## src/rtl/core/sha256_pkg.sv

```systemverilog
// SHA-256 package: constants, round table, sequencer state type and helpers.
// No dependencies.
package sha256_pkg;

    typedef enum logic [2:0] {
        ST_IDLE,
        ST_PAD,
        ST_LEN,
        ST_ROUND,
        ST_ADD,
        ST_EMIT
    } seq_state_t;

    localparam logic [7:0] PAD_BYTE    = 8'h80;
    localparam logic [5:0] LEN_OFFSET  = 6'd56;
    localparam int         ROUNDS      = 64;

    typedef struct packed {
        logic start;
        logic load;
    } rnd_ctl_t;

    function automatic logic [31:0] round_k(input logic [5:0] i);
        logic [31:0] k [0:63];
        k = '{
            32'h428a2f98, 32'h71374491, 32'hb5c0fbcf, 32'he9b5dba5, 32'h3956c25b,
            32'h59f111f1, 32'h923f82a4, 32'hab1c5ed5, 32'hd807aa98, 32'h12835b01,
            32'h243185be, 32'h550c7dc3, 32'h72be5d74, 32'h80deb1fe, 32'h9bdc06a7,
            32'hc19bf174, 32'he49b69c1, 32'hefbe4786, 32'h0fc19dc6, 32'h240ca1cc,
            32'h2de92c6f, 32'h4a7484aa, 32'h5cb0a9dc, 32'h76f988da, 32'h983e5152,
            32'ha831c66d, 32'hb00327c8, 32'hbf597fc7, 32'hc6e00bf3, 32'hd5a79147,
            32'h06ca6351, 32'h14292967, 32'h27b70a85, 32'h2e1b2138, 32'h4d2c6dfc,
            32'h53380d13, 32'h650a7354, 32'h766a0abb, 32'h81c2c92e, 32'h92722c85,
            32'ha2bfe8a1, 32'ha81a664b, 32'hc24b8b70, 32'hc76c51a3, 32'hd192e819,
            32'hd6990624, 32'hf40e3585, 32'h106aa070, 32'h19a4c116, 32'h1e376c08,
            32'h2748774c, 32'h34b0bcb5, 32'h391c0cb3, 32'h4ed8aa4a, 32'h5b9cca4f,
            32'h682e6ff3, 32'h748f82ee, 32'h78a5636f, 32'h84c87814, 32'h8cc70208,
            32'h90befffa, 32'ha4506ceb, 32'hbef9a3f7, 32'hc67178f2
        };
        return k[i];
    endfunction

    function automatic logic [31:0] init_hash(input logic [2:0] i);
        logic [31:0] h [0:7];
        h = '{32'h6a09e667, 32'hbb67ae85, 32'h3c6ef372, 32'ha54ff53a,
              32'h510e527f, 32'h9b05688c, 32'h1f83d9ab, 32'h5be0cd19};
        return h[i];
    endfunction

    function automatic logic [31:0] rotr(input logic [31:0] v, input int n);
        return (v >> n) | (v << (32 - n));
    endfunction

endpackage

```

## src/rtl/core/sha256_byte_stream_hasher_core.sv

```systemverilog
// SHA-256 byte stream hasher top level: byte intake, padding sequencer, digest output.
// Depends on sha256_pkg and sha256_round.
// Bytes are accepted one per cycle while idle; each full block then runs its rounds
// and the add step in the shared round unit. At end of message pad bytes go in one
// per cycle, then 8 digest words. Input is held off while the single round unit works.
// Reset is asynchronous active low: initial hash values, zero counts, no output.
module sha256_byte_stream_hasher_core (
    input  logic        clk,
    input  logic        rst_n,
    input  logic        s_tvalid,
    output logic        s_tready,
    input  logic [7:0]  s_tdata,   // [7:0] data_byte
    input  logic        s_tuser,   // byte_present
    input  logic        s_tlast,   // end_of_message
    output logic        m_tvalid,
    input  logic        m_tready,
    output logic [39:0] m_tdata,   // [31:0] digest_word, [34:32] word_index
    output logic        m_tlast    // last_word
);
    import sha256_pkg::*;

    seq_state_t   state_reg, state_next;
    logic [31:0]  h_reg [0:7];
    logic [31:0]  buf_reg [0:15];
    logic [5:0]   fill_reg;
    logic [63:0]  cnt_reg;
    logic [5:0]   rnd_reg;
    logic         fin_reg;
    logic         len_done_reg;
    logic         pad_first_reg;
    logic [2:0]   oi_reg;
    logic [63:0]  bits_w;
    logic [7:0]   pb;
    logic         push, blk_full, acc, emit_done;
    rnd_ctl_t     ctl;
    logic [255:0] hash_vec, work;

    assign acc       = s_tvalid && s_tready;
    assign s_tready  = state_reg == ST_IDLE;
    assign bits_w    = {cnt_reg[60:0], 3'b000};
    assign blk_full  = fill_reg == 6'd63;
    assign emit_done = state_reg == ST_EMIT && m_tready && oi_reg == 3'd7;

    always_comb
    begin
        pb = 8'h00;
        push = 1'b0;
        unique case (state_reg)
            ST_IDLE:
            begin
                pb = s_tdata;
                push = acc && s_tuser;
            end
            ST_PAD:
            begin
                pb = pad_first_reg ? PAD_BYTE : 8'h00;
                push = 1'b1;
            end
            ST_LEN:
            begin
                pb = bits_w[63 - 8*fill_reg[2:0] -: 8];
                push = 1'b1;
            end
            default:
            begin
                pb = 8'h00;
                push = 1'b0;
            end
        endcase
    end

    always_comb
    begin
        for (int i = 0; i < 8; i++)
            hash_vec[255 - 32*i -: 32] = h_reg[i];
        ctl.load  = push && blk_full;
        ctl.start = state_reg == ST_ROUND;
    end

    always_comb
    begin
        state_next = state_reg;
        unique case (state_reg)
            ST_IDLE:
                if (acc)
                begin
                    if (s_tuser && blk_full)
                        state_next = ST_ROUND;
                    else if (s_tlast)
                        state_next = ST_PAD;
                end
            ST_PAD:
                if (blk_full)
                    state_next = ST_ROUND;
                else if (fill_reg == LEN_OFFSET - 6'd1)
                    state_next = ST_LEN;
            ST_LEN:
                if (blk_full)
                    state_next = ST_ROUND;
            ST_ROUND:
                if (rnd_reg == 6'(ROUNDS - 1))
                    state_next = ST_ADD;
            ST_ADD:
                if (!fin_reg)
                    state_next = ST_IDLE;
                else if (len_done_reg)
                    state_next = ST_EMIT;
                else
                    state_next = ST_PAD;
            ST_EMIT:
                if (m_tready && oi_reg == 3'd7)
                    state_next = ST_IDLE;
            default:
                state_next = ST_IDLE;
        endcase
    end

    sha256_round u_round (
        .clk       (clk),
        .rst_n     (rst_n),
        .ctl       (ctl),
        .round_idx (rnd_reg),
        .msg_word  (buf_reg[rnd_reg[3:0]]),
        .hash_in   (hash_vec),
        .work_out  (work)
    );

    // len_done marks that the length bytes went into the block being compressed
    always_ff @(posedge clk or negedge rst_n)
    begin
        if (!rst_n)
        begin
            state_reg     <= ST_IDLE;
            fill_reg      <= '0;
            cnt_reg       <= '0;
            rnd_reg       <= '0;
            fin_reg       <= 1'b0;
            len_done_reg  <= 1'b0;
            pad_first_reg <= 1'b0;
            oi_reg        <= '0;
            for (int i = 0; i < 8; i++)
                h_reg[i] <= init_hash(3'(i));
        end
        else
        begin
            state_reg <= state_next;
            if (acc)
                fin_reg <= s_tlast;
            if (acc)
                len_done_reg <= 1'b0;
            else if (state_reg == ST_LEN && blk_full)
                len_done_reg <= 1'b1;
            if (acc)
                pad_first_reg <= s_tlast;
            else if (state_reg == ST_PAD)
                pad_first_reg <= 1'b0;
            if (emit_done)
                cnt_reg <= '0;
            else if (acc && s_tuser)
                cnt_reg <= cnt_reg + 64'd1;
            if (push)
                fill_reg <= fill_reg + 6'd1;
            if (state_reg == ST_ROUND)
                rnd_reg <= rnd_reg + 6'd1;
            if (state_reg == ST_EMIT && m_tready)
                oi_reg <= oi_reg + 3'd1;
            if (state_reg == ST_ADD)
            begin
                for (int i = 0; i < 8; i++)
                    h_reg[i] <= h_reg[i] + work[255 - 32*i -: 32];
            end
            else if (emit_done)
            begin
                for (int i = 0; i < 8; i++)
                    h_reg[i] <= init_hash(3'(i));
            end
        end
    end

    always_ff @(posedge clk)
    begin
        if (push)
            buf_reg[fill_reg[5:2]][31 - 8*fill_reg[1:0] -: 8] <= pb;
    end

    assign m_tvalid = state_reg == ST_EMIT;
    assign m_tdata  = {5'd0, oi_reg, h_reg[oi_reg]};
    assign m_tlast  = oi_reg == 3'd7;

`ifndef SYNTHESIS
    a_ready_idle: assert property (@(posedge clk) disable iff (!rst_n)
        m_tvalid |-> !s_tready) else $error("accept during emit");
    a_round_cnt: assert property (@(posedge clk) disable iff (!rst_n)
        (state_reg == ST_ADD) |-> (rnd_reg == 6'd0)) else $error("round count");
    a_last: assert property (@(posedge clk) disable iff (!rst_n)
        (m_tvalid && m_tready && m_tlast) |=> (state_reg == ST_IDLE))
        else $error("emit end");
`endif

endmodule

```

## src/rtl/core/sha256_round.sv

```systemverilog
// SHA-256 round unit: working variables, 16-word schedule window, one round per cycle while ctl.start is high.
// Depends on sha256_pkg.
module sha256_round (
    input  logic                 clk,
    input  logic                 rst_n,
    input  sha256_pkg::rnd_ctl_t ctl,
    input  logic [5:0]           round_idx,
    input  logic [31:0]          msg_word,
    input  logic [255:0]         hash_in,
    output logic [255:0]         work_out
);
    import sha256_pkg::*;

    logic [31:0] r_reg [0:7];
    logic [31:0] w_reg [0:15];
    logic [31:0] w_cur, s0, s1, w_new, t1, t2, e, a;

    assign s0 = rotr(w_reg[1], 7) ^ rotr(w_reg[1], 18) ^ (w_reg[1] >> 3);
    assign s1 = rotr(w_reg[14], 17) ^ rotr(w_reg[14], 19) ^ (w_reg[14] >> 10);
    assign w_new = w_reg[0] + s0 + w_reg[9] + s1;
    assign w_cur = round_idx[5:4] == 2'd0 ? msg_word : w_new;
    assign e = r_reg[4];
    assign a = r_reg[0];
    assign t1 = r_reg[7] + (rotr(e, 6) ^ rotr(e, 11) ^ rotr(e, 25))
              + ((e & r_reg[5]) ^ (~e & r_reg[6])) + round_k(round_idx) + w_cur;
    assign t2 = (rotr(a, 2) ^ rotr(a, 13) ^ rotr(a, 22))
              + ((a & r_reg[1]) ^ (a & r_reg[2]) ^ (r_reg[1] & r_reg[2]));

    always_ff @(posedge clk or negedge rst_n)
    begin
        if (!rst_n)
        begin
            for (int i = 0; i < 8; i++)
                r_reg[i] <= '0;
            for (int i = 0; i < 16; i++)
                w_reg[i] <= '0;
        end
        else if (ctl.load)
        begin
            for (int i = 0; i < 8; i++)
                r_reg[i] <= hash_in[255 - 32*i -: 32];
        end
        else if (ctl.start)
        begin
            r_reg[7] <= r_reg[6];
            r_reg[6] <= r_reg[5];
            r_reg[5] <= e;
            r_reg[4] <= r_reg[3] + t1;
            r_reg[3] <= r_reg[2];
            r_reg[2] <= r_reg[1];
            r_reg[1] <= a;
            r_reg[0] <= t1 + t2;
            for (int i = 0; i < 15; i++)
                w_reg[i] <= w_reg[i + 1];
            w_reg[15] <= w_cur;
        end
    end

    always_comb
    begin
        for (int i = 0; i < 8; i++)
            work_out[255 - 32*i -: 32] = r_reg[i];
    end

endmodule
```

## config.mk

```make
export PLATFORM = sky130hd
export DESIGN_NAME = sha256_byte_stream_hasher_core
export DESIGN_NICKNAME = d
export VERILOG_FILES = /design/src/rtl/core/sha256_pkg.sv /design/src/rtl/core/sha256_byte_stream_hasher_core.sv /design/src/rtl/core/sha256_round.sv
export SDC_FILE = /design/constraint.sdc
export NUM_CORES = 2
export LEC_CHECK = 0
export BUFFER_PORTS_ARGS = -buffer_cell sky130_fd_sc_hd__buf_4
export CORE_MARGIN = 4
export CORE_UTILIZATION = 35
export DETAILED_ROUTE_END_ITERATION = 6
export GPL_TIMING_DRIVEN = 0
export PLACE_DENSITY_LB_ADDON = 0.3
export SLEW_MARGIN = 20
export SYNTH_ARGS = -nofsm -noshare
export SYNTH_HDL_FRONTEND = slang
export SYNTH_SLANG_ARGS = --single-unit
```

## constraint.sdc

```tcl
create_clock -name clk -period 11.85 [get_ports clk]
set_input_delay 0.5925 -clock clk [delete_from_list [all_inputs] [get_ports clk]]
set_output_delay 0.5925 -clock clk [all_outputs]
set_load 0.005 [all_outputs]
```

==> results.toml <==
[status]
run_status = "finished, violations left"
violations = "design-rule violations"

[clock_network]
tritoncts = "done"
cts_made_buffers = 180
cts.root.buffer_cell = "clkbuf_16"
worst_setup_hold_path_clk_slew_ns = 0.06
clock_tree.htree_level_count = 4
clock_insertion_delay_worst_skew_ns = 0.88
cts.sinks = 1618
clock_path_buffers = 3

[logic_synthesis]
synth-adder-area-share_pct = 9.80
post_synthesis_share_of_cell_area_spent_on_and_or_nand_and_nor_gates_pct = 14.6
synthTopCellsByArea = "dfrtp_1 26%, edfxtp_1 17%, nand2_1 8.9%"
synth_edf_count = 512
complex_gate_fraction_of_the_synthesized_area_pct = 12.7
synth.top_cells.by_count = "2206 x nand2_1, 970 x dfrtp_1, 512 x edfxtp_1"
yosysMostFrequentCell = "nand2_1"
sequential_cell_area_fraction_in_the_yosys_report_pct = 46.5
ys_ff_latch = 1618
synth-warning-count = 0
share_of_the_synthesized_netlist_area_taken_by_xor_and_xnor_gates_pct = 5.93
yosysUniqueCellTypes = 98
netlist_area_um2 = 92900
synth_top_family_by_area = "simple AND/OR/NAND/NOR gates"
synth_top_cell_area_share_pct = 26.1
postSynth.asyncResetShare_pct = 68.4
syn_area_per_cell_um2 = 10.1
netlist_instances = 9205
synth_top_cell_by_area = "dfrtp_1"
post_synth_mux_area_share_pct = 6.88
yosys_most_used_dff = "dfrtp_1"

[global_route]
gr_layer_usage_met3_pct = 5.22
globalRouteMet2Util_pct = 39.8
met1_usage_pct = 36.7
grt_pass1_vias = 72700
grt-busiest-layer = "met2"
global_route_wire_length_before_repair_um = 530000
largest_net_degree_at_the_start_of_global_routing = 144
globalRoute.totalOverflow = 0
antenna_found_initial = 15
track_usage_pct = 26.7

[drt]
drt-pass1-iter-count = 7
route.antenna.remaining_nets = 0
drc_markers = 2
count_of_vias_placed_by_the_detailed_router = 74900
wl_per_cell_um = 28.2
route.final.wire_length_um = 371000
via_per_inst = 5.70
drt-initial-drc-count = 9329

[placement]
port_buffers = 51
gp_routability_congestion = 1.06
hpwl_um = 286000
pre_cts_slack_ns = -1.36
dp_cells = 12800
placed_cell_area_um2 = 98200

[critical_path]
timing.setup.critical_path_class = "reg2reg"
worstSetupStartpointType = "flop"
reg2reg_depth = 33
critPathArrivalTime_ns = 12.40
worst_ep_required_time_ns = 12.54
critical-path-max-stage-delay_ns = 0.81
endpoint_kind = "flop"
critPathSlowestCell = "xnor2_1"
critical_path.max_fanout = 10

[layout]
n_fill_cell = 25700
area_growth_pct = 12.5
utilization_pct = 39.7
post_route_cells_drive_above_1_share_pct = 9.70
fin_cells = 13100
design_area_um2 = 105000
fin_nets = 10100

[sta]
setup_violations = 0
clock_skew_ns = 0.0766
achievable_frequency_mhz = 85.3
timing.final.ws_setup_ns = 0.131
final_slew_violations = 0
period_needed_ns = 11.72
hold_viol_final = 0
unrepaired_setup_endpoints_after_global_routing = "no"
period_share_pct = 98.9
worst_slew_pin_slew_ns = 1.32
slew_headroom_pct = 11.7

[floorplanning]
die_area_um2 = 274000
core.rowCount = 188
initial_core_utilization_pct = 35.3
die_h_um = 523
num_io_pins = 57
fp.coreArea_um2 = 263000
floorplan.die.width_um = 523

[min_path]
min_path_type = "in2reg"
cells_on_worst_hold_path = 2

[job]
max-cap-violations = 0
## what timing repair did
| action | 4_1_cts | 5_1_grt |
|---|---|---|
| endpoints found under the hold margin | 62 | 0 |
| buffers inserted | 0 | 0 |
| gates resized for setup | 12 | 17 |
| pin swaps | 0 | 1 |
| hold buffers | 1 | 0 |
| endpoints found under the setup margin | 37 | 10 |
| gates cloned | 0 | 0 |
## through the flow
| stage | setup TNS (ns) | hold WS, ns |
|---|---|---|
| 2_1_floorplan | 0 | 0.297 |
| 3_3_place_gp | -3456.13 | 0.451 |
| 3_5_place_dp | -17.00 | 0.451 |
| 4_1_cts | 0 | 0.0152 |
| 5_1_grt | 0 | 0.0518 |
| 6_report | 0 | 0.0938 |
## critical path, delay by kind of cell, from the launching register on
family | cells | cell delay, ns
AO/OA/AOI/OAI | 16 | 4.13
adder cells (fa/ha/maj) | 6 | 2.80
buffers and inverters | 7 | 2.69
XOR/XNOR | 2 | 1.05
AND/OR/NAND/NOR | 2 | 0.56
flip-flops | 1 | 0.32
## metal layers
layer	vias up	routed length [µm]	share of wire, %
met5	-	10	0.0027
met4	2	24500	6.6
met3	805	33800	9.1
met2	3882	159000	43
met1	37600	154000	41
li1	32600	-	-
## layout make-up
cell class | instances | area, µm² | area share, %
Clock inverter | 88 | 1160 | 1.11
Multi-Input combinational cell | 6715 | 46400 | 44.4
Tap cell | 3515 | 4400 | 4.21
Buffer | 536 | 2130 | 2.04
Antenna cell | 6 | 15.0 | 0.0144
Sequential cell | 1618 | 43200 | 41.3
Timing Repair Buffer | 74 | 840 | 0.803
Inverter | 338 | 1270 | 1.22
Clock buffer | 247 | 5050 | 4.83
## worst paths after layout
kind	from	end	slack [ns]
max	rnd_reg[3]	u_round.a[31]	0.13
min	s_tlast	fin_reg	0.09
max reg2reg	rnd_reg[3]	u_round.a[31]	0.13
min reg2reg	u_round.w_reg[123]	u_round.w_reg[155]	0.46
max in group asynchronous	rst_n	h_reg[26]	8.95
min in group asynchronous	rst_n	u_round.w_reg[335]	0.30
## layout by cell type (no fill, tap or decap), types with 54 or more instances in the layout
| master | netlist | final |
|---|---|---|
| nand2_1 | 2206 | 2206 |
| dfrtp_1 | 970 | 970 |
| edfxtp_1 | 512 | 512 |
| nor2_1 | 494 | 482 |
| o21ai_0 | 484 | 481 |
| a21oi_1 | 475 | 473 |
| clkbuf_1 | 466 | 466 |
| ha_1 | 400 | 399 |
| xnor2_1 | 381 | 379 |
| inv_1 | 335 | 335 |
| a22oi_1 | 245 | 245 |
| xor2_1 | 243 | 240 |
| mux4_2 | 238 | 238 |
| fa_1 | 196 | 196 |
| clkbuf_16 | 0 | 180 |
| a21o_1 | 172 | 172 |
| nand3_1 | 159 | 159 |
| dfstp_2 | 136 | 136 |
| nor3_1 | 112 | 112 |
| buf_4 | 5 | 62 |
| mux2i_1 | 59 | 59 |
| nand2b_1 | 54 | 54 |
| a31oi_1 | 54 | 54 |
## logic make-up after synthesis
kind of cell             after synthesis
AND/OR/NAND/NOR                     3282
AO/OA/AOI/OAI                       1853
flip-flops                          1618
buffers and inverters                876
XOR/XNOR                             626
adder cells (fa/ha/maj)              613
multiplexers                         336
other                                  1
Power is left out: the tool's default activity adds up to more than one toggle a clock period on the data nets, which glitch-free logic cannot reach.
